--- config.mk ---
export PLATFORM = sky130hd
export DESIGN_NAME = text_console_cursor_scrollback
export DESIGN_NICKNAME = d
export VERILOG_FILES = /design/src/tccs_pkg.sv /design/src/tccs_rowmod.sv /design/src/tccs_datapath.sv /design/src/tccs_ctrl.sv /design/src/text_console_cursor_scrollback.sv
export SDC_FILE = /design/constraint.sdc
export NUM_CORES = 1
export LEC_CHECK = 0
export BUFFER_PORTS_ARGS = -buffer_cell sky130_fd_sc_hd__buf_2
export CAP_MARGIN = 0
export CELL_PAD_IN_SITES_DETAIL_PLACEMENT = 0
export CELL_PAD_IN_SITES_GLOBAL_PLACEMENT = 1
export CORE_ASPECT_RATIO = 1.2
export CORE_MARGIN = 5
export CORE_UTILIZATION = 45
export DETAILED_ROUTE_END_ITERATION = 6
export HOLD_SLACK_MARGIN = 0.06
export PLACE_DENSITY_LB_ADDON = 0.1
export SYNTH_ARGS = -nofsm -noshare
export SYNTH_HDL_FRONTEND = slang
export SYNTH_SLANG_ARGS = --single-unit
--- constraint.sdc ---
create_clock -name aclk -period 5.59 [get_ports aclk]
set_input_delay 1.118 -clock aclk [delete_from_list [all_inputs] [get_ports aclk]]
set_output_delay 1.118 -clock aclk [all_outputs]
set_load 0.05 [all_outputs]
--- src/tccs_pkg.sv ---
// Shared types, codes and default sizes of the text console cursor and scrollback engine.
// No dependencies; every other file of the block imports this package.
package tccs_pkg;

    // Default geometry, handed to the top level as parameter defaults.
    localparam int LINE_WIDTH_DEF   = 80;
    localparam int LINE_COUNT_DEF   = 25;
    localparam int TAB_WIDTH_DEF    = 8;
    localparam int SCREENS_KEPT_DEF = 10;

    // Fixed field widths of the two channels.
    localparam int REQ_W  = 2;
    localparam int CHAR_W = 8;
    localparam int POS_W  = 11;
    localparam int IDX_W  = 15;
    localparam int SPOS_W = 16;
    localparam int VIEW_W = 15;

    // Request codes.
    localparam logic [REQ_W-1:0] REQ_PRINT       = 2'd0;
    localparam logic [REQ_W-1:0] REQ_SCROLL_UP   = 2'd1;
    localparam logic [REQ_W-1:0] REQ_SCROLL_DOWN = 2'd2;
    localparam logic [REQ_W-1:0] REQ_SET_CURSOR  = 2'd3;

    // Control characters.
    localparam logic [CHAR_W-1:0] CH_NEWLINE   = 8'd10;
    localparam logic [CHAR_W-1:0] CH_BACKSPACE = 8'd8;
    localparam logic [CHAR_W-1:0] CH_TAB       = 8'd9;
    localparam logic [CHAR_W-1:0] CH_BELL      = 8'd7;

    // Character classes reported by the datapath.
    typedef logic [2:0] ch_class_t;
    localparam ch_class_t CK_OTHER     = 3'd0;
    localparam ch_class_t CK_NEWLINE   = 3'd1;
    localparam ch_class_t CK_BACKSPACE = 3'd2;
    localparam ch_class_t CK_TAB       = 3'd3;
    localparam ch_class_t CK_BELL      = 3'd4;

    // Datapath operations issued by the controller.
    typedef logic [3:0] op_t;
    localparam op_t OP_NONE        = 4'd0;
    localparam op_t OP_SNAP        = 4'd1;
    localparam op_t OP_MOD_BUFFER  = 4'd2;
    localparam op_t OP_MOD_SCREEN  = 4'd3;
    localparam op_t OP_MOD_COL     = 4'd4;
    localparam op_t OP_NEWLINE     = 4'd5;
    localparam op_t OP_TAB         = 4'd6;
    localparam op_t OP_BACKSPACE   = 4'd7;
    localparam op_t OP_CHAR        = 4'd8;
    localparam op_t OP_FIX_STORE   = 4'd9;
    localparam op_t OP_FIX_SCREEN  = 4'd10;
    localparam op_t OP_SCROLL_UP   = 4'd11;
    localparam op_t OP_SCROLL_DOWN = 4'd12;
    localparam op_t OP_SET_CURSOR  = 4'd13;
    localparam op_t OP_LOAD_OUT    = 4'd14;

    typedef struct packed {
        logic [REQ_W-1:0]  req_type;
        logic [CHAR_W-1:0] char_code;
        logic [POS_W-1:0]  screen_position;
    } in_t;

    typedef struct packed {
        logic                     write_valid;
        logic [IDX_W-1:0]         write_index;
        logic [CHAR_W-1:0]        write_char;
        logic                     shift_rows;
        logic signed [SPOS_W-1:0] cursor_screen_pos;
        logic [VIEW_W-1:0]        view_first_cell;
        logic                     cursor_visible;
    } out_t;

    typedef struct packed {
        logic capture;
        op_t  op;
    } cmd_t;

    typedef struct packed {
        logic [REQ_W-1:0] req;
        ch_class_t        ch_class;
        logic             snap_ok;
        logic             row_busy;
        logic             col_busy;
    } stat_t;

endpackage

--- src/tccs_rowmod.sv ---
// Remainder unit: x modulo a constant divisor by reciprocal multiplication.
// Depends on tccs_pkg for the default divisor.
module tccs_rowmod #(
    parameter int DIVISOR = tccs_pkg::LINE_WIDTH_DEF,
    parameter int XW      = 16
) (
    input  logic          aclk,
    input  logic          aresetn,
    input  logic          start,
    input  logic [XW-1:0] x,
    output logic          busy,
    output logic [XW-1:0] rem
);
    import tccs_pkg::*;

    // With a shift of XW plus the ceiling of log2 of the divisor and the reciprocal
    // rounded up, the quotient is exact for every XW-bit operand.
    localparam int DLOG = $clog2(DIVISOR);
    localparam int SH   = XW + DLOG;
    localparam int MW   = XW + 1;
    localparam int DVW  = DLOG + 1;

    localparam longint MULT = ((longint'(1) << SH) + longint'(DIVISOR) - 1) / longint'(DIVISOR);

    localparam logic [MW-1:0]  MULT_V = MW'(MULT);
    localparam logic [DVW-1:0] DIV_V  = DVW'(DIVISOR);

    logic [XW-1:0]     x_reg, x_next;
    logic [XW-1:0]     q_reg, q_next;
    logic [XW-1:0]     rem_reg, rem_next;
    logic              busy_reg, busy_next;
    logic              step_reg, step_next;
    logic [XW+MW-1:0]  prod;
    logic [XW+DVW-1:0] qd;

    assign prod = x_reg * MULT_V;
    assign qd   = q_reg * DIV_V;

    always_comb begin
        x_next    = x_reg;
        q_next    = q_reg;
        rem_next  = rem_reg;
        busy_next = busy_reg;
        step_next = step_reg;
        if (start) begin
            x_next    = x;
            busy_next = 1'b1;
            step_next = 1'b0;
        end else if (busy_reg) begin
            if (!step_reg) begin
                q_next    = XW'(prod >> SH);
                step_next = 1'b1;
            end else begin
                // The quotient times the divisor never exceeds x, so it fits XW bits.
                rem_next  = x_reg - XW'(qd);
                busy_next = 1'b0;
            end
        end
    end

    always_ff @(posedge aclk) begin
        if (!aresetn) begin
            busy_reg <= 1'b0;
            step_reg <= 1'b0;
        end else begin
            busy_reg <= busy_next;
            step_reg <= step_next;
        end
    end

    always_ff @(posedge aclk) begin
        x_reg   <= x_next;
        q_reg   <= q_next;
        rem_reg <= rem_next;
    end

    assign busy = busy_reg;
    assign rem  = rem_reg;

endmodule

--- src/tccs_datapath.sv ---
// Datapath of the console engine: cursor, view and write registers, the two remainder
// units and the result register. Depends on tccs_pkg and tccs_rowmod.
module tccs_datapath #(
    parameter int LINE_WIDTH   = tccs_pkg::LINE_WIDTH_DEF,
    parameter int LINE_COUNT   = tccs_pkg::LINE_COUNT_DEF,
    parameter int TAB_WIDTH    = tccs_pkg::TAB_WIDTH_DEF,
    parameter int SCREENS_KEPT = tccs_pkg::SCREENS_KEPT_DEF
) (
    input  logic           aclk,
    input  logic           aresetn,
    input  tccs_pkg::in_t  s_data,
    input  tccs_pkg::cmd_t cmd,
    output tccs_pkg::stat_t stat,
    output tccs_pkg::out_t m_data
);
    import tccs_pkg::*;

    localparam int SCREEN_CELLS = LINE_WIDTH * LINE_COUNT;
    localparam int STORE_CELLS  = SCREEN_CELLS * SCREENS_KEPT;
    localparam int CW_RAW       = $clog2(2 * (STORE_CELLS + SCREEN_CELLS));
    localparam int CW           = (CW_RAW > POS_W + 1) ? CW_RAW : POS_W + 1;
    localparam int SW           = CW + 1;
    localparam int CLW          = $clog2(LINE_WIDTH);

    localparam logic [CW-1:0] LW_U          = CW'(LINE_WIDTH);
    localparam logic [CW-1:0] TW_U          = CW'(TAB_WIDTH);
    localparam logic [CW-1:0] STORE_U       = CW'(STORE_CELLS);
    localparam logic [CW-1:0] STORE_LAST_U  = CW'(STORE_CELLS - 1);
    localparam logic [CW-1:0] STORE_PLUS_LW = CW'(STORE_CELLS + LINE_WIDTH);
    localparam logic [CW-1:0] SCREEN_LAST_U = CW'(SCREEN_CELLS - 1);

    localparam logic signed [SW-1:0] LW_S      = SW'(LINE_WIDTH);
    localparam logic signed [SW-1:0] LW_LAST_S = SW'(LINE_WIDTH - 1);
    localparam logic signed [SW-1:0] SCREEN_S  = SW'(SCREEN_CELLS);
    localparam logic signed [SW-1:0] ONE_S     = SW'(1);

    logic [REQ_W-1:0]  req_reg;
    logic [CHAR_W-1:0] ch_reg;
    logic [POS_W-1:0]  pos_reg;

    logic [CW-1:0]        buffer_reg, buffer_next;
    logic signed [SW-1:0] screen_reg, screen_next;
    logic [CW-1:0]        view_reg, view_next;
    logic                 shown_reg, shown_next;
    logic                 wr_reg, wr_next;
    logic                 shift_reg, shift_next;
    logic [CW-1:0]        widx_reg, widx_next;
    out_t                 out_reg, out_next;

    logic                 row_start, col_start, row_busy, col_busy;
    logic [CW-1:0]        row_x, row_rem;
    logic [CLW-1:0]       col_rem;
    logic [CW-1:0]        delta_nl, delta_tab, view_up, pos_ext, pos_sat, set_sum;
    logic signed [SW-1:0] sc_up, sc_dn;
    ch_class_t            ch_class;

    // Remainder of the buffer or screen cursor by the line width, then column by tab width.
    assign row_start = (cmd.op == OP_MOD_BUFFER) || (cmd.op == OP_MOD_SCREEN);
    assign row_x     = (cmd.op == OP_MOD_SCREEN) ? screen_reg[CW-1:0] : buffer_reg;
    assign col_start = (cmd.op == OP_MOD_COL);

    tccs_rowmod #(
        .DIVISOR (LINE_WIDTH),
        .XW      (CW)
    ) u_rowmod (
        .aclk    (aclk),
        .aresetn (aresetn),
        .start   (row_start),
        .x       (row_x),
        .busy    (row_busy),
        .rem     (row_rem)
    );

    tccs_rowmod #(
        .DIVISOR (TAB_WIDTH),
        .XW      (CLW)
    ) u_colmod (
        .aclk    (aclk),
        .aresetn (aresetn),
        .start   (col_start),
        .x       (row_rem[CLW-1:0]),
        .busy    (col_busy),
        .rem     (col_rem)
    );

    assign delta_nl  = LW_U - row_rem;
    assign delta_tab = TW_U - CW'(col_rem);
    assign view_up   = (view_reg < LW_U) ? '0 : view_reg - LW_U;
    assign sc_up     = screen_reg + LW_S;
    assign sc_dn     = screen_reg - LW_S;
    assign pos_ext   = CW'(pos_reg);
    assign pos_sat   = (pos_ext > SCREEN_LAST_U) ? SCREEN_LAST_U : pos_ext;
    assign set_sum   = view_reg + pos_sat;

    always_comb begin
        unique case (ch_reg)
            CH_NEWLINE:   ch_class = CK_NEWLINE;
            CH_BACKSPACE: ch_class = CK_BACKSPACE;
            CH_TAB:       ch_class = CK_TAB;
            CH_BELL:      ch_class = CK_BELL;
            default:      ch_class = CK_OTHER;
        endcase
    end

    assign stat.req      = req_reg;
    assign stat.ch_class = ch_class;
    assign stat.snap_ok  = !screen_reg[SW-1] && (screen_reg < SCREEN_S);
    assign stat.row_busy = row_busy;
    assign stat.col_busy = col_busy;

    always_comb begin
        buffer_next = buffer_reg;
        screen_next = screen_reg;
        view_next   = view_reg;
        shown_next  = shown_reg;
        wr_next     = wr_reg;
        shift_next  = shift_reg;
        widx_next   = widx_reg;
        out_next    = out_reg;
        if (cmd.capture) begin
            wr_next    = 1'b0;
            shift_next = 1'b0;
        end
        unique case (cmd.op) inside
            OP_SNAP: begin
                if (screen_reg[SW-1]) begin
                    screen_next = sc_up;
                    view_next   = view_up;
                end else if (screen_reg >= SCREEN_S) begin
                    screen_next = sc_dn;
                    view_next   = view_reg + LW_U;
                end
            end
            OP_NEWLINE: begin
                buffer_next = buffer_reg + delta_nl;
                screen_next = screen_reg + $signed({1'b0, delta_nl});
            end
            OP_TAB: begin
                buffer_next = buffer_reg + delta_tab;
                screen_next = screen_reg + $signed({1'b0, delta_tab});
            end
            OP_BACKSPACE: begin
                if (buffer_reg != '0) begin
                    buffer_next = buffer_reg - 1'b1;
                    if (screen_reg == '0) begin
                        screen_next = LW_LAST_S;
                        view_next   = view_up;
                    end else begin
                        screen_next = screen_reg - ONE_S;
                    end
                end
            end
            OP_CHAR: begin
                wr_next     = 1'b1;
                widx_next   = buffer_reg;
                buffer_next = buffer_reg + 1'b1;
                screen_next = screen_reg + ONE_S;
            end
            OP_FIX_STORE: begin
                if (buffer_reg >= STORE_U) begin
                    shift_next  = 1'b1;
                    buffer_next = (buffer_reg >= STORE_PLUS_LW) ? STORE_LAST_U
                                                                : buffer_reg - LW_U;
                    view_next   = view_up;
                    widx_next   = widx_reg - LW_U;
                end
            end
            OP_FIX_SCREEN: begin
                if (screen_reg >= SCREEN_S) begin
                    screen_next = sc_dn;
                    view_next   = view_reg + LW_U;
                end
                shown_next = 1'b1;
            end
            OP_SCROLL_UP: begin
                if (view_reg != '0) begin
                    screen_next = sc_up;
                    view_next   = view_up;
                    if (sc_up >= SCREEN_S) begin
                        shown_next = 1'b0;
                    end else if (!sc_up[SW-1]) begin
                        shown_next = 1'b1;
                    end
                end
            end
            OP_SCROLL_DOWN: begin
                if (!screen_reg[SW-1]) begin
                    screen_next = sc_dn;
                    view_next   = view_reg + LW_U;
                    if (sc_dn[SW-1]) begin
                        shown_next = 1'b0;
                    end else if (sc_dn < SCREEN_S) begin
                        shown_next = 1'b1;
                    end
                end
            end
            OP_SET_CURSOR: begin
                screen_next = $signed({1'b0, pos_sat});
                buffer_next = (set_sum >= STORE_U) ? STORE_LAST_U : set_sum;
            end
            OP_LOAD_OUT: begin
                out_next.write_valid       = wr_reg;
                out_next.write_index       = wr_reg ? IDX_W'(widx_reg) : '0;
                out_next.write_char        = wr_reg ? ch_reg : '0;
                out_next.shift_rows        = shift_reg;
                out_next.cursor_screen_pos = SPOS_W'(screen_reg);
                out_next.view_first_cell   = VIEW_W'(view_reg);
                out_next.cursor_visible    = shown_reg;
            end
            OP_NONE, OP_MOD_BUFFER, OP_MOD_SCREEN, OP_MOD_COL: begin
            end
            default: begin
            end
        endcase
    end

    always_ff @(posedge aclk) begin
        if (!aresetn) begin
            buffer_reg <= '0;
            screen_reg <= '0;
            view_reg   <= '0;
            shown_reg  <= 1'b1;
        end else begin
            buffer_reg <= buffer_next;
            screen_reg <= screen_next;
            view_reg   <= view_next;
            shown_reg  <= shown_next;
        end
    end

    always_ff @(posedge aclk) begin
        if (cmd.capture) begin
            req_reg <= s_data.req_type;
            ch_reg  <= s_data.char_code;
            pos_reg <= s_data.screen_position;
        end
        wr_reg    <= wr_next;
        shift_reg <= shift_next;
        widx_reg  <= widx_next;
        out_reg   <= out_next;
    end

    assign m_data = out_reg;

    // The store correction always leaves the buffer cursor inside the store.
    a_store_fixed: assert property (@(posedge aclk) disable iff (!aresetn)
        (cmd.op == OP_FIX_STORE) |=> (buffer_reg < STORE_U))
        else $error("buffer cursor beyond the store after correction");

    // A written cell, moved by any row shift, still lies inside the store.
    a_write_in_store: assert property (@(posedge aclk) disable iff (!aresetn)
        (cmd.op == OP_FIX_STORE) && wr_reg |=> (widx_reg < STORE_U))
        else $error("write index beyond the store");

    // After a print the screen cursor is never above the view.
    a_print_on_screen: assert property (@(posedge aclk) disable iff (!aresetn)
        (cmd.op == OP_FIX_SCREEN) |=> !screen_reg[SW-1])
        else $error("screen cursor above the view after a print");

endmodule

--- src/tccs_ctrl.sv ---
// Controller of the console engine: sequences the datapath operations of each request
// and owns both handshakes. Depends on tccs_pkg.
module tccs_ctrl (
    input  logic            aclk,
    input  logic            aresetn,
    input  logic            s_valid,
    output logic            s_ready,
    output logic            m_valid,
    input  logic            m_ready,
    output tccs_pkg::cmd_t  cmd,
    input  tccs_pkg::stat_t stat
);
    import tccs_pkg::*;

    localparam logic [2:0] S_IDLE       = 3'd0;
    localparam logic [2:0] S_DECODE     = 3'd1;
    localparam logic [2:0] S_ROW_WAIT   = 3'd2;
    localparam logic [2:0] S_COL_WAIT   = 3'd3;
    localparam logic [2:0] S_FIX_STORE  = 3'd4;
    localparam logic [2:0] S_FIX_SCREEN = 3'd5;
    localparam logic [2:0] S_DONE       = 3'd6;

    logic [2:0] state_reg, state_next;
    logic       m_valid_reg, m_valid_next;
    logic       load;

    assign s_ready = (state_reg == S_IDLE);
    assign m_valid = m_valid_reg;

    always_comb begin
        state_next  = state_reg;
        cmd.capture = s_valid && s_ready;
        cmd.op      = OP_NONE;
        load        = 1'b0;
        unique case (state_reg)
            S_IDLE: begin
                if (s_valid) begin
                    state_next = S_DECODE;
                end
            end
            S_DECODE: begin
                if (stat.req != REQ_PRINT) begin
                    unique case (stat.req)
                        REQ_SCROLL_UP:   cmd.op = OP_SCROLL_UP;
                        REQ_SCROLL_DOWN: cmd.op = OP_SCROLL_DOWN;
                        default:         cmd.op = OP_SET_CURSOR;
                    endcase
                    state_next = S_DONE;
                end else if (!stat.snap_ok) begin
                    // Bring the view back by one row per cycle until the cursor is shown.
                    cmd.op = OP_SNAP;
                end else begin
                    unique case (stat.ch_class)
                        CK_NEWLINE: begin
                            cmd.op     = OP_MOD_BUFFER;
                            state_next = S_ROW_WAIT;
                        end
                        CK_TAB: begin
                            cmd.op     = OP_MOD_SCREEN;
                            state_next = S_ROW_WAIT;
                        end
                        CK_BACKSPACE: begin
                            cmd.op     = OP_BACKSPACE;
                            state_next = S_FIX_STORE;
                        end
                        CK_BELL: begin
                            state_next = S_FIX_STORE;
                        end
                        default: begin
                            cmd.op     = OP_CHAR;
                            state_next = S_FIX_STORE;
                        end
                    endcase
                end
            end
            S_ROW_WAIT: begin
                if (!stat.row_busy) begin
                    if (stat.ch_class == CK_TAB) begin
                        cmd.op     = OP_MOD_COL;
                        state_next = S_COL_WAIT;
                    end else begin
                        cmd.op     = OP_NEWLINE;
                        state_next = S_FIX_STORE;
                    end
                end
            end
            S_COL_WAIT: begin
                if (!stat.col_busy) begin
                    cmd.op     = OP_TAB;
                    state_next = S_FIX_STORE;
                end
            end
            S_FIX_STORE: begin
                cmd.op     = OP_FIX_STORE;
                state_next = S_FIX_SCREEN;
            end
            S_FIX_SCREEN: begin
                cmd.op     = OP_FIX_SCREEN;
                state_next = S_DONE;
            end
            S_DONE: begin
                if (!m_valid_reg || m_ready) begin
                    cmd.op     = OP_LOAD_OUT;
                    load       = 1'b1;
                    state_next = S_IDLE;
                end
            end
            default: begin
                state_next = S_IDLE;
            end
        endcase
    end

    always_comb begin
        if (load) begin
            m_valid_next = 1'b1;
        end else if (m_ready) begin
            m_valid_next = 1'b0;
        end else begin
            m_valid_next = m_valid_reg;
        end
    end

    always_ff @(posedge aclk) begin
        if (!aresetn) begin
            state_reg   <= S_IDLE;
            m_valid_reg <= 1'b0;
        end else begin
            state_reg   <= state_next;
            m_valid_reg <= m_valid_next;
        end
    end

endmodule

--- src/text_console_cursor_scrollback.sv ---
// Top level of the text console cursor and scrollback engine.
// Depends on tccs_pkg, tccs_ctrl and tccs_datapath (which holds two tccs_rowmod units).
//
// The engine takes one request beat at a time on the s_ channel (print a character, scroll
// the view up or down by one row, or place the cursor on the screen) and returns exactly one
// result beat on the m_ channel for each, carrying the cell write, if any, the row-shift flag
// and the new cursor and view position. Requests are handled one after another. A scroll or
// set-cursor request is decoded and applied at once, and its result is then loaded. A print
// first brings the view back to the cursor row by row, then applies the character, corrects
// the buffer cursor against the store and the screen cursor against the screen, and loads
// the result. A newline first waits for the row remainder unit, which finds the column by a
// reciprocal multiplication followed by a multiply-back and subtract. A tab then runs a
// second, narrower remainder unit for its column within the tab stop. The result sits in an
// output register, so a new request beat is accepted as soon as the previous result is
// loaded, even while that result still waits to be taken; the engine only stalls at the end
// of a request if the earlier result has not yet gone. There is no memory to clear after
// reset, and the first request may follow reset at once.
module text_console_cursor_scrollback #(
    parameter int LINE_WIDTH   = tccs_pkg::LINE_WIDTH_DEF,
    parameter int LINE_COUNT   = tccs_pkg::LINE_COUNT_DEF,
    parameter int TAB_WIDTH    = tccs_pkg::TAB_WIDTH_DEF,
    parameter int SCREENS_KEPT = tccs_pkg::SCREENS_KEPT_DEF
) (
    input  logic           aclk,
    input  logic           aresetn,
    input  logic           s_valid,
    output logic           s_ready,
    input  tccs_pkg::in_t  s_data,
    output logic           m_valid,
    input  logic           m_ready,
    output tccs_pkg::out_t m_data
);
    import tccs_pkg::*;

    // The controller issues one datapath operation per cycle and reads back a few status
    // flags: the captured request type, the class of the character, whether the cursor is
    // already on screen and whether either remainder unit is still working.
    cmd_t  cmd;
    stat_t stat;

    tccs_ctrl u_ctrl (
        .aclk    (aclk),
        .aresetn (aresetn),
        .s_valid (s_valid),
        .s_ready (s_ready),
        .m_valid (m_valid),
        .m_ready (m_ready),
        .cmd     (cmd),
        .stat    (stat)
    );

    // The datapath keeps the buffer cursor, the signed screen cursor, the first cell of the
    // view and the cursor visibility, together with the result register behind m_data.
    tccs_datapath #(
        .LINE_WIDTH   (LINE_WIDTH),
        .LINE_COUNT   (LINE_COUNT),
        .TAB_WIDTH    (TAB_WIDTH),
        .SCREENS_KEPT (SCREENS_KEPT)
    ) u_datapath (
        .aclk    (aclk),
        .aresetn (aresetn),
        .s_data  (s_data),
        .cmd     (cmd),
        .stat    (stat),
        .m_data  (m_data)
    );

endmodule

## Yosys cells after proc, flatten, opt, wreduce, memory -nomap -nowiden

Cells that the tools add are included.
W data, S select, Z words.

| storage, ports and cells | value |
|---|---|
| flip-flop bits (word level) | 214 |
| input bits | 25 |
| output and inout bits | 59 |
| word-level logic and storage cells | 205 |

| cells by class | value |
|---|---|
| $add $sub $neg | 19 |
| $mul | 2 |
| order comparisons | 9 |
| equal/unequal tests | 44 |
| mux-type cells | 65 |
| bitwise gates (word level) | 5 |
| reductions and logical operators | 31 |

Operators with widths:

| kind | number |
|---|---|
| $mux W16 | 14 |
| $pmux W16 S6 | 2 |
| $pmux W17 S9 | 1 |
| $mux W17 | 7 |
| $add A16 B16 Y16 | 3 |
| $ge A16 B15 Y1 const B | 3 |
| $sub A16 B7 Y16 const B | 3 |
| $add A17 B17 Y17 | 2 |
| $ge A17 B12 Y1 const B | 2 |
| $lt A17 B12 Y1 const B | 2 |
| $mul A16 B16 Y32 const B | 1 |
| $pmux W16 S2 | 1 |
| $reduce_bool A16 Y1 | 2 |
| $eq A4 B4 Y1 const B | 7 |
| $mux W3 | 9 |
| $eq A8 B4 Y1 const B | 3 |
| $pmux W4 S6 | 1 |
| $pmux W3 S7 | 1 |
| $mux W1 | 20 |
| $add A17 B2 Y17 const B | 1 |
| $add A17 B8 Y17 const B | 1 |
| $logic_not A17 Y1 | 1 |
| $sub A17 B2 Y17 const B | 1 |
| $sub A17 B8 Y17 const B | 1 |
| other kinds (45) | 86 |

## Depth between registers and ports, before layout

Gate-level depths: netlist of the first run.

| depth | value |
|---|---|
| word-level depth | 11 |
| gate-level depth with buffers | 24 |
| gate-level depth less buffers | 21 |

## Hierarchy

Synthesis of the first run repeated with hierarchy kept, for this count alone.

| unflattened totals | value |
|---|---|
| cell total of the unflattened synthesis | 2138 |
| area total of the unflattened synthesis | 19635.1 um2 |

By module, submodules not included:

| module | instances | cells an instance | area an instance (um2) | seq. area each (um2) |
|---|---|---|---|---|
| tccs_datapath | 1 | 1314 | 11240.8 | 3833.7 |
| tccs_rowmod at u_datapath.u_rowmod | 1 | 711 | 7169.4 | 1301.2 |
| tccs_rowmod at u_datapath.u_colmod | 1 | 41 | 738.2 | 580.6 |
| tccs_ctrl | 1 | 72 | 486.7 | 80.1 |

## Worst setup path after synthesis of the first run

No wires, ideal clock.

| timing path | value |
|---|---|
| path kind | input to register |
| start point | in m_ready |
| end point | reg u_datapath.buffer_reg[14] |
| library setup time | 0.137 ns |
| data arrival time | 5.954 ns |
| data required time | 5.453 ns |
| path slack | -0.501 ns |
| stages | 18 |
| path buffers | 2 |
| cell sequence | nand2b_1 -> and3_1 -> a2111oi_1 -> nand2_1 -> clkbuf_1 -> clkbuf_1 -> nand4_1 -> ha_1 -> fa_1 -> a21o_1 -> a21o_1 -> a21oi_1 -> o21ai_0 -> a21oi_1 -> o211ai_1 -> and4_1 -> o31ai_1 -> a311oi_1 |

| between the ends | value |
|---|---|
| word-level cells in the longest chain between the ends | 6 |
| elaborated cells on any way between the ends | 14 |
| those cells by class | eq/ne: 8; mux: 3; reduce/logical: 3 |

Ends and longest elaborated chain:

| what | RTL line | source |
|---|---|---|
| from (decl) | text_console_cursor_scrollback.sv:30 | `input logic m_ready,` |
| $logic_or A1 B1 Y1 (*) | tccs_ctrl.sv:102 | `if (!m_valid_reg \|\| m_ready) begin` |
| $mux W4 (*) | tccs_ctrl.sv:102 |  |
| $pmux W4 S6 (*) | tccs_ctrl.sv:35 | `unique case (state_reg)` |
| $eq A4 B4 Y1 (no line) / $eq A4 B3 Y1 (equally long branches) | -- |  |
| $reduce_bool A6 Y1 (no line) / $ne A2 B2 Y1 (equally long branches) | -- |  |
| $reduce_and A3 Y1 (no line) | -- |  |
| to (signal assigned) | tccs_datapath.sv:224 | `buffer_reg <= buffer_next;` |
| to (decl) | tccs_datapath.sv:41 | `logic [CW-1:0] buffer_reg, buffer_next;` |

Every way passes the cells marked *; elsewhere a longest branch is shown, timed or not.
A chain may end at the register's enable or synchronous reset.

## Worst setup path after layout of the first run

| timing path | value |
|---|---|
| start point | reg u_datapath.u_rowmod.x_reg[4] |
| end point | reg u_datapath.u_rowmod.q_reg[7] (data pin) |

| between the ends | value |
|---|---|
| word-level cells in the longest chain between the ends | 1 |

Ends and longest elaborated chain:

| what | RTL line | source |
|---|---|---|
| from (decl) | tccs_rowmod.sv:28 | `logic [XW-1:0] x_reg, x_next;` |
| from (signal assigned) | tccs_rowmod.sv:72 | `x_reg <= x_next;` |
| $mul A16 B16 Y32 | tccs_rowmod.sv:36 | `assign prod = x_reg * MULT_V;` |
| named net u_datapath.u_rowmod.prod[30] | tccs_rowmod.sv:33 | `logic [XW+MW-1:0] prod;` |
| to (signal assigned) | tccs_rowmod.sv:73 | `q_reg <= q_next;` |
| to (decl) | tccs_rowmod.sv:29 | `logic [XW-1:0] q_reg, q_next;` |

The timed path passes the listed nets, and every way through them passes these cells.

==> results.py, run 1 <==
metrics = {
    "clock_network": {
        "numCtsBuffers": 25,
        "clock_latency_ps": 570,
        "cts-root-buf": "clkbuf_16",
        "htree_levels": 1,
        "cts_hold_buf": 0,
        "cts_tree": "done",
        "cts.sink_count": 213,
        "cts_buffer_depth": 3,
        "path_clk_slew_ps": 70,
    },
    "cells_and_area": {
        "drive_gt1_frac": 0.1818,
        "largest_reg_flops": 57,
        "area_growth_pct": 17.38,
        "antennaDiodeCount": 0,
        "nets": 2568,
        "nFillCells": 3822,
    },
    "worst_setup_path": {
        "reg2regPathDepth": 18,
        "start_kind": "register",
        "path_class": "register to register",
        "cp.arrival_ps": 5760,
        "cp.required_ps": 5910,
        "critPathMaxFanout": 4,
        "endpoint_kind": "register",
    },
    "floorplanning": {
        "dieArea_um2": 46510,
        "die-width_um": 197.7,
        "rows": 82,
        "coreArea_um2": 41760,
        "start_util": 0.4556,
        "ioPinCount": 84,
        "die_h_um": 235.2,
    },
    "drt": {
        "wl_um": 61200,
        "drc_errors": 0,
        "avgRoutedWirePerCell_um": 21.85,
        "vias": 16290,
        "avgViaCountPerCell": 5.816,
        "drtPass1Iterations": 5,
        "postRouteAntennaNets": 0,
        "drtIter0Drc": 1065,
    },
    "synthesis": {
        "async_flop_share": 0,
        "synth_common_cells": "ha_1, inv_1, edfxtp_1",
        "ys.flop_type": "edfxtp_1",
        "yosysSeqAreaShare": 0.3046,
        "avgSynthCellArea_um2": 9.312,
        "ys_types": 82,
        "ys_seq_elements": 213,
        "synth.net_count": 2375,
        "synth_most_common_cell": "ha_1",
        "synth_area_um2": 19020,
        "synth_area_leaders": "edfxtp_1, ha_1, fa_1",
        "synth-edff-count": 153,
        "yosys.area.top_type_share": 0.2415,
        "synth_cells": 2043,
        "ys.warnings.count": 0,
        "synth_top_cell_by_area": "edfxtp_1",
    },
    "global_route": {
        "first_global_vias": 16390,
        "antenna_found_initial": 0,
        "grt_pass1_wl_um": 94120,
        "grt_overflow": 0,
        "grtUsageTotal": 0.2557,
        "grt_start_max_net_pins": 60,
    },
    "timing": {
        "rsz0062_at_grt": "true",
        "setup_ws_ps": 149.5,
        "worstMarginPinSlew_ps": 1202,
        "setup_violations": 0,
        "fin_skew_ps": 25.30,
        "max_clock_freq_ghz": 0.1838,
        "finalCriticalPeriod_ps": 5440,
        "relSlewSlack": 0.1968,
        "hold_viol_final": 0,
        "fin_crit_sh": 0.9732,
        "slew_violations": 0,
    },
    "place": {
        "place_ws_ps": -382.5,
        "numPortBuffers": 83,
        "hpwl_um": 47440,
        "gp_congestion": 0.9342,
    },
    "run_status": {
        "status": "completed",
    },
    "flow_run": {
        "max_cap_viol_count": 0,
    },
    "hold_path": {
        "worstHoldPathCells": 0,
        "hold_path_class": "register to register",
    },
}
==> area by class of cell <==
| cell class | instances | area, µm² | area share |
|---|---|---|---|
| clock buffer | 32 | 671.9 | 0.03009 |
| timing repair buffer | 257 | 1725 | 0.07726 |
| sequential | 213 | 5797 | 0.2596 |
| clock inverter | 14 | 147.6 | 0.006611 |
| multi-input combinational | 1541 | 12560 | 0.5626 |
| inverter | 198 | 743.2 | 0.03328 |
| tap | 546 | 683.2 | 0.03059 |
==> cells in the final DEF (no fill, tap or decap), types with 10 or more instances in the layout <==
master and n:
inv_1 194, nand4_1 13, dfxtp_1 59, o31ai_1 20, a21oi_1 93, o21ai_0 115
o21a_1 24, a22oi_1 11, nor2_1 144, a211oi_1 14, a21o_1 22, xnor2_1 68
buf_2 83, and3_1 21, nand3_1 31, a31oi_1 20, ha_1 200, mux2_2 13
nand2b_1 34, nor4_1 16, ha_4 14, a311oi_1 11, or2_2 16, o21bai_1 10
a221oi_1 14, edfxtp_1 153, nor3_1 55, o211ai_1 14, buf_4 173, nand2_1 131
clkbuf_16 25, xor2_1 56, or3_1 23, nor2b_1 23, fa_1 84, and2_1 39
==> kinds of logic after synthesis <==
group                    after synthesis  share of synthesized area
buffers and inverters                289                    0.05761
XOR/XNOR                             124                    0.05709
flip-flops                           213                     0.3046
multiplexers                          16                   0.009273
adder cells (fa/ha/maj)              307                     0.2362
AND/OR/NAND/NOR                      593                     0.1567
AO/OA/AOI/OAI                        501                     0.1785
==> per-stage QoR <==
stage	hold WS, ps	instances	setup TNS [ps]	area [µm²]	utilization
floorplan	400.3	2043	0	19030	-
global placement	402.8	2735	-1975	20930	0.5013
detailed placement	405.6	2735	-2463	20930	0.5013
CTS	413.8	2783	0	21850	0.5233
global route	429.1	2801	-134.2	22330	0.5348
finish	413.0	2801	0	22330	0.5348
==> per-layer routing <==
| metal | global-route usage | up-vias | part of all wire |
|---|---|---|---|
| met5 | 0 | - | 0 |
| met4 | 0.08787 | 0 | 0.040 |
| met1 | 0.3074 | 7945 | 0.39 |
| li1 | - | 7756 | - |
| met2 | 0.4694 | 469 | 0.52 |
| met3 | 0.02863 | 120 | 0.050 |
==> critical path, cell delays in order, from the launching register on <==
cell      delay, ps
edfxtp_1        510
ha_4            340
inv_2            40
fa_1            550
inv_2            50
fa_2            540
fa_2            450
fa_1            500
fa_1            460
ha_4            190
nor4_4          260
o21ai_2         110
o21ai_2         150
o221ai_2        140
o211a_1         270
o21a_1          210
o21ai_2         200
nor2b_4         170
xnor2_1          70
==> worst paths after layout <==
kind                                              startpoint                      endpoint  slack [ps]
worst max register to register  u_datapath.u_rowmod.x_reg[4]  u_datapath.u_rowmod.q_reg[7]         150
worst min register to register  u_datapath.u_colmod.x_reg[0]    u_datapath.u_colmod.rem[0]         410
worst min-delay path            u_datapath.u_colmod.x_reg[0]    u_datapath.u_colmod.rem[0]         410
worst max-delay path            u_datapath.u_rowmod.x_reg[4]  u_datapath.u_rowmod.q_reg[7]         150
==> repair_timing <==
action                                  CTS  global route
endpoints found under the setup margin   16            21
resized for setup                        21            62
pin swaps                                 9            68
buffers inserted                          2            18
Power of run 1 is left out: the tool's default activity adds up to more than one toggle a clock period on the data nets, which glitch-free logic cannot reach.
==> inputs of run 2 (changes only) <==
--- a/config.mk
+++ b/config.mk
@@ -15,6 +15,7 @@
 export DETAILED_ROUTE_END_ITERATION = 6
 export HOLD_SLACK_MARGIN = 0.06
 export PLACE_DENSITY_LB_ADDON = 0.1
+export REMOVE_ABC_BUFFERS = 1
 export SYNTH_ARGS = -nofsm -noshare
 export SYNTH_HDL_FRONTEND = slang
 export SYNTH_SLANG_ARGS = --single-unit
==> run 2 against run 1 <==
Effect of this change:
- non-clock buffer count decreased by 15
- clock skew increased by 8.7 ps
- core utilization decreased by 0.22 points
- wire length decreased by 2.8%
- global-route usage decreased by 0.68 points
- fmax decreased by 0.56%
- critical endpoint unchanged
==> results.py, run 2 (synthesis gave the netlist of run 1 again) <==
metrics = {
    "hold_path": {
        "hold_path_class": "register to register",
        "worstHoldPathCells": 0,
        "min_to": "u_datapath.u_colmod.rem[2]",
        "min-delay-start": "u_datapath.u_colmod.x_reg[2]",
    },
    "worst_setup_path": {
        "max_stage_delay_ps": 550,
        "cp.required_ps": 5900,
        "path_class": "register to register",
        "cp_cell_sequence": "ha_4 -> inv_2 -> fa_1 -> inv_2 -> fa_1 -> fa_1 -> fa_1 -> fa_1 -> ha_4 -> nor4_4 -> o21ai_2 -> o21ai_2 -> o221ai_4 -> o211a_1 -> o21a_1 -> o21ai_2 -> nor2b_2 -> xnor2_1",
        "reg2reg_slack_ps": 120,
        "r2r-end": "u_datapath.u_rowmod.q_reg[7]",
        "endpoint_kind": "register",
        "path_common_cell": "fa_1",
        "path_delay_family": "adder cells",
        "cp.arrival_ps": 5780,
        "reg2regPathDepth": 18,
        "critPathMaxFanout": 4,
        "critical_path_buf_inv_count": 2,
        "r2r_start": "u_datapath.u_rowmod.x_reg[3]",
        "crit_slowest_cell": "fa_1",
        "start_kind": "register",
    },
    "drt": {
        "drc_errors": 0,
        "drtPass1Iterations": 5,
        "wl_um": 59500,
        "postRouteAntennaNets": 0,
        "drtIter0Drc": 1017,
        "avgRoutedWirePerCell_um": 21.34,
        "avgViaCountPerCell": 5.768,
        "vias": 16080,
    },
    "place": {
        "numPortBuffers": 83,
        "gp_congestion": 0.9315,
        "placedCellCount": 2723,
        "place_area_um2": 20840,
        "hpwl_um": 46540,
    },
    "global_route": {
        "grt_util_met2": 0.4559,
        "antenna_found_initial": 0,
        "first_global_vias": 15920,
        "grt_overflow": 0,
        "grt_start_max_net_pins": 60,
        "grt_pass1_wl_um": 91770,
        "use_met3": 0.02348,
        "grtUsageTotal": 0.2489,
        "busiest_layer": "met2",
        "grtUsageMet1": 0.3070,
    },
    "clock_network": {
        "cts-root-buf": "clkbuf_16",
        "htree_levels": 1,
        "cts_tree": "done",
        "cts.sink_count": 213,
        "clock_latency_ps": 570,
        "cts_hold_buf": 0,
        "numCtsBuffers": 26,
        "cts_buffer_depth": 3,
        "path_clk_slew_ps": 60,
    },
    "timing": {
        "worstMarginPinSlew_ps": 1184,
        "rsz0062_at_grt": "true",
        "max_clock_freq_ghz": 0.1828,
        "fin_skew_ps": 34.01,
        "slew_violations": 0,
        "setup_violations": 0,
        "timing.hold.ws_ps": 420.5,
        "relSlewSlack": 0.2093,
        "finalCriticalPeriod_ps": 5471,
        "fin_crit_sh": 0.9787,
        "hold_viol_final": 0,
    },
    "cells_and_area": {
        "largest_reg_flops": 57,
        "multi_input_comb_area_um2": 12530,
        "fin_area_um2": 22240,
        "layout_common_cells": "ha_1, inv_1, buf_4",
        "utilization": 0.5326,
        "register_area_um2": 5796,
        "stdcell_count": 2788,
        "final_common_cell": "ha_1",
        "drive_gt1_frac": 0.1793,
        "nFillCells": 3949,
        "antennaDiodeCount": 0,
        "area_growth_pct": 16.90,
        "nets": 2554,
    },
    "floorplanning": {
        "die-width_um": 197.7,
        "rows": 82,
        "dieArea_um2": 46510,
        "coreArea_um2": 41760,
        "die_h_um": 235.2,
        "ioPinCount": 84,
        "start_util": 0.4556,
    },
    "flow_run": {
        "max_cap_viol_count": 0,
    },
    "run_status": {
        "status": "completed",
    },
}
## run 2: final cells by class
class / instances / share of cell area
clock buffers: 32 / 0.03072
clock inverters: 16 / 0.008608
inverters: 198 / 0.03342
multi-input cells: 1541 / 0.5632
flip-flops and latches: 213 / 0.2606
well taps: 546 / 0.03072
repair buffers: 242 / 0.07269
## run 2: worst max-delay path by stage
stage                                  from                      endpoint  slack [ps]  cells after the start
6_report       u_datapath.u_rowmod.x_reg[3]  u_datapath.u_rowmod.q_reg[7]         120                     18
5_1_grt        u_datapath.u_rowmod.x_reg[1]  u_datapath.u_rowmod.q_reg[7]         -80                     19
4_1_cts           u_datapath.screen_reg[12]     u_datapath.screen_reg[14]          10                     21
3_5_place_dp   u_datapath.u_rowmod.x_reg[4]  u_datapath.u_rowmod.q_reg[8]        -340                     18
3_3_place_gp   u_datapath.u_rowmod.x_reg[4]  u_datapath.u_rowmod.q_reg[8]        -300                     18
2_1_floorplan                       m_ready     u_datapath.buffer_reg[14]        -270                     16
## run 2: through the flow
step                setup WS [ps]  setup TNS [ps]
floorplan                  -266.8          -546.4
global placement           -296.8           -1483
detailed placement         -341.0           -2448
CTS                         11.69               0
global route               -84.55          -250.3
finish                      119.0               0
## run 2: timing repair
action | CTS | global route
setup endpoints to repair | 16 | 20
pin swaps | 10 | 62
setup buffers | 8 | 9
resized for setup | 22 | 59
## run 2: metal layers
metal  vias to the layer above  wire length (µm)
met2                       411             31210
met4                         0              1971
met3                       104              2335
met1                      7835             23990
met5                         -                 0
li1                       7730                 -
Power of run 2 is left out for the same reason.
==> inputs of run 3 (changes only) <==
--- a/config.mk
+++ b/config.mk
@@ -18,4 +18,5 @@
 export REMOVE_ABC_BUFFERS = 1
 export SYNTH_ARGS = -nofsm -noshare
 export SYNTH_HDL_FRONTEND = slang
+export SYNTH_HIERARCHICAL = 1
 export SYNTH_SLANG_ARGS = --single-unit
==> run 3 against run 2 <==
Effect of this change:
- critical path type unchanged
- final cell count up 3.6%
- fmax up 0.55%
- clock skew down 22 ps
- worst setup slack better by 30 ps
- die area up 3.1%
- hold slack worse by 2.7 ps
- first-iteration DRC count up 2.4%
- largest cell class unchanged
- global-route usage up 0.41 points
- wire length up 4.8%
==> results.py, run 3 <==
metrics = {
    "run_status": {
        "status": "completed",
    },
    "synthesis": {
        "ys.warnings.count": 6,
        "synth_area_leaders": "edfxtp_1, ha_1, fa_1",
        "avgSynthCellArea_um2": 9.184,
        "ys_seq_elements": 213,
        "synth_area_um2": 19640,
        "yosysSeqAreaShare": 0.2952,
        "synth-edff-count": 153,
        "yosys.area.top_type_share": 0.2340,
        "async_flop_share": 0,
        "ys_types": 105,
        "synth_common_cells": "inv_1, ha_1, edfxtp_1",
        "synth_top_cell_by_area": "edfxtp_1",
        "synth_most_common_cell": "inv_1",
        "ys.flop_type": "edfxtp_1",
        "synth_cells": 2138,
    },
    "place": {
        "hpwl_um": 50260,
        "gp_congestion": 0.9726,
        "numPortBuffers": 83,
    },
    "global_route": {
        "first_global_vias": 16590,
        "grt_start_max_net_pins": 45,
        "antenna_found_initial": 0,
        "grt_pass1_wl_um": 95540,
        "grt_overflow": 0,
        "grtUsageTotal": 0.2530,
    },
    "floorplanning": {
        "start_util": 0.4567,
        "rows": 83,
        "die_h_um": 238.8,
        "coreArea_um2": 42990,
        "die-width_um": 200.7,
        "ioPinCount": 84,
        "dieArea_um2": 47930,
    },
    "hold_path": {
        "min_to": "u_datapath/u_colmod/rem[1]",
        "hold_path_class": "register to register",
        "min-delay-start": "u_datapath/u_colmod/x_reg[1]",
        "worstHoldPathCells": 0,
    },
    "clock_network": {
        "cts-root-buf": "clkbuf_16",
        "cts_buffer_depth": 3,
        "cts.sink_count": 213,
        "path_clk_slew_ps": 60,
        "clock_latency_ps": 560,
        "cts_tree": "done",
        "htree_levels": 1,
        "cts_hold_buf": 0,
        "numCtsBuffers": 25,
    },
    "timing": {
        "max_clock_freq_ghz": 0.1838,
        "fin_skew_ps": 12.21,
        "slew_violations": 0,
        "fin_crit_sh": 0.9733,
        "worstMarginPinSlew_ps": 955.4,
        "setup_violations": 0,
        "finalCriticalPeriod_ps": 5441,
        "hold_viol_final": 0,
        "rsz0062_at_grt": "false",
        "relSlewSlack": 0.3630,
        "fin_tns_setup_ps": 0,
    },
    "worst_setup_path": {
        "r2r_start": "u_datapath/u_rowmod/x_reg[7]",
        "endpoint_kind": "register",
        "path_common_cell": "fa_1",
        "critical_path_buf_inv_count": 5,
        "reg2regPathDepth": 18,
        "path_delay_family": "adder cells",
        "critPathMaxFanout": 5,
        "start_kind": "register",
        "max_stage_delay_ps": 580,
        "cp.required_ps": 5980,
        "cp_cell_sequence": "ha_4 -> inv_1 -> fa_1 -> inv_1 -> fa_1 -> fa_1 -> fa_1 -> inv_1 -> fa_1 -> inv_1 -> ha_4 -> nand4_1 -> buf_4 -> nor3_4 -> a32oi_4 -> a31oi_4 -> a211oi_2 -> a221oi_2",
        "r2r-end": "u_datapath/u_rowmod/q_reg[7]",
        "crit_slowest_cell": "fa_1",
        "cp.arrival_ps": 5830,
        "reg2reg_slack_ps": 150,
        "path_class": "register to register",
    },
    "drt": {
        "wl_um": 62380,
        "postRouteAntennaNets": 0,
        "met1_length_um": 23530,
        "avgRoutedWirePerCell_um": 21.61,
        "dr_wl_met2_um": 33730,
        "route.top_layer_used": "met4",
        "drc_errors": 0,
        "drtIter0Drc": 1041,
        "avgViaCountPerCell": 5.718,
        "vias": 16510,
        "drtPass1Iterations": 5,
        "dr_wl_met3_um": 2135,
    },
    "cells_and_area": {
        "layout_common_cells": "inv_1, ha_1, buf_4",
        "nets": 2645,
        "final_common_cell": "inv_1",
        "antennaDiodeCount": 0,
        "largest_reg_flops": 57,
        "drive_gt1_frac": 0.1679,
        "area_growth_pct": 15.72,
        "nFillCells": 4031,
    },
    "flow_run": {
        "max_cap_viol_count": 0,
    },
}
[run 3: cell count changes in the layout (fill, tap and decap cells not counted), sizes merged, moves of 14 or more]
cell,delta
nand3,+14
a31oi,+15
xnor2,+16
inv,+51
nor2b,+18
a21oi,+22
[run 3: cell families (layout without fill, tap and decap cells)]
group,Yosys count,in the layout,synth area share
flip-flops,213,213,0.2952
multiplexers,22,22,0.01217
AND/OR/NAND/NOR,602,602,0.1591
adder cells (fa/ha/maj),305,305,0.2268
AO/OA/AOI/OAI,523,523,0.1793
buffers and inverters,340,537,0.06748
XOR/XNOR,133,133,0.06003
[run 3: per-layer routing]
layer / GRT usage / vias up
li1: - / 7970
met4: 0.1081 / 0
met5: 0 / -
met2: 0.4931 / 393
met1: 0.2789 / 8001
met3: 0.02510 / 144
[run 3: area by class of cell]
cell class	count	area, µm²	area share
Multi-Input combinational cell	1585	12830	0.5648
Sequential cell	213	5796	0.2551
Timing Repair Buffer	243	1642	0.07225
Inverter	248	930.9	0.04097
Tap cell	552	690.7	0.03040
Clock buffer	26	629.4	0.02770
Clock inverter	20	201.4	0.008866
[run 3: worst max path at each step]
stage / start / end / cells after the start
2_1_floorplan: u_datapath/screen_reg[16] / u_datapath/buffer_reg[14] / 24
3_3_place_gp: u_datapath/u_rowmod/x_reg[1] / u_datapath/u_rowmod/q_reg[7] / 18
3_5_place_dp: u_datapath/u_rowmod/x_reg[1] / u_datapath/u_rowmod/q_reg[7] / 18
4_1_cts: u_datapath/u_rowmod/x_reg[7] / u_datapath/u_rowmod/q_reg[7] / 18
5_1_grt: u_datapath/u_rowmod/x_reg[7] / u_datapath/u_rowmod/q_reg[7] / 18
6_report: u_datapath/u_rowmod/x_reg[7] / u_datapath/u_rowmod/q_reg[7] / 18
[run 3: worst register-to-register path: stages, from the launching register on]
cell	delay [ps]
edfxtp_1	470
ha_4	310
inv_1	60
fa_1	580
inv_1	80
fa_1	560
fa_1	450
fa_1	550
inv_1	60
fa_1	540
inv_1	70
ha_4	280
nand4_1	160
buf_4	200
nor3_4	240
a32oi_4	110
a31oi_4	280
a211oi_2	100
a221oi_2	170
[run 3: stage by stage]
step	instance area (µm²)	setup WS [ps]	std cells	hold WS, ps	utilization
2_1_floorplan	19240	-1178	2046	400.3	-
3_3_place_gp	21480	-80.92	2825	403.2	0.4997
3_5_place_dp	21480	-185.4	2825	407.2	0.4997
4_1_cts	22380	8.277	2872	423.1	0.5205
5_1_grt	22720	3.383	2887	437.4	0.5285
6_report	22720	149.0	2887	417.7	0.5285
[run 3: repair_timing]
item / 4_1_cts / 5_1_grt
endpoints found under the setup margin: 8 / 20
resized for setup: 9 / 48
pin swaps: 3 / 31
setup buffers: 1 / 15
Power of run 3 is left out for the same reason.
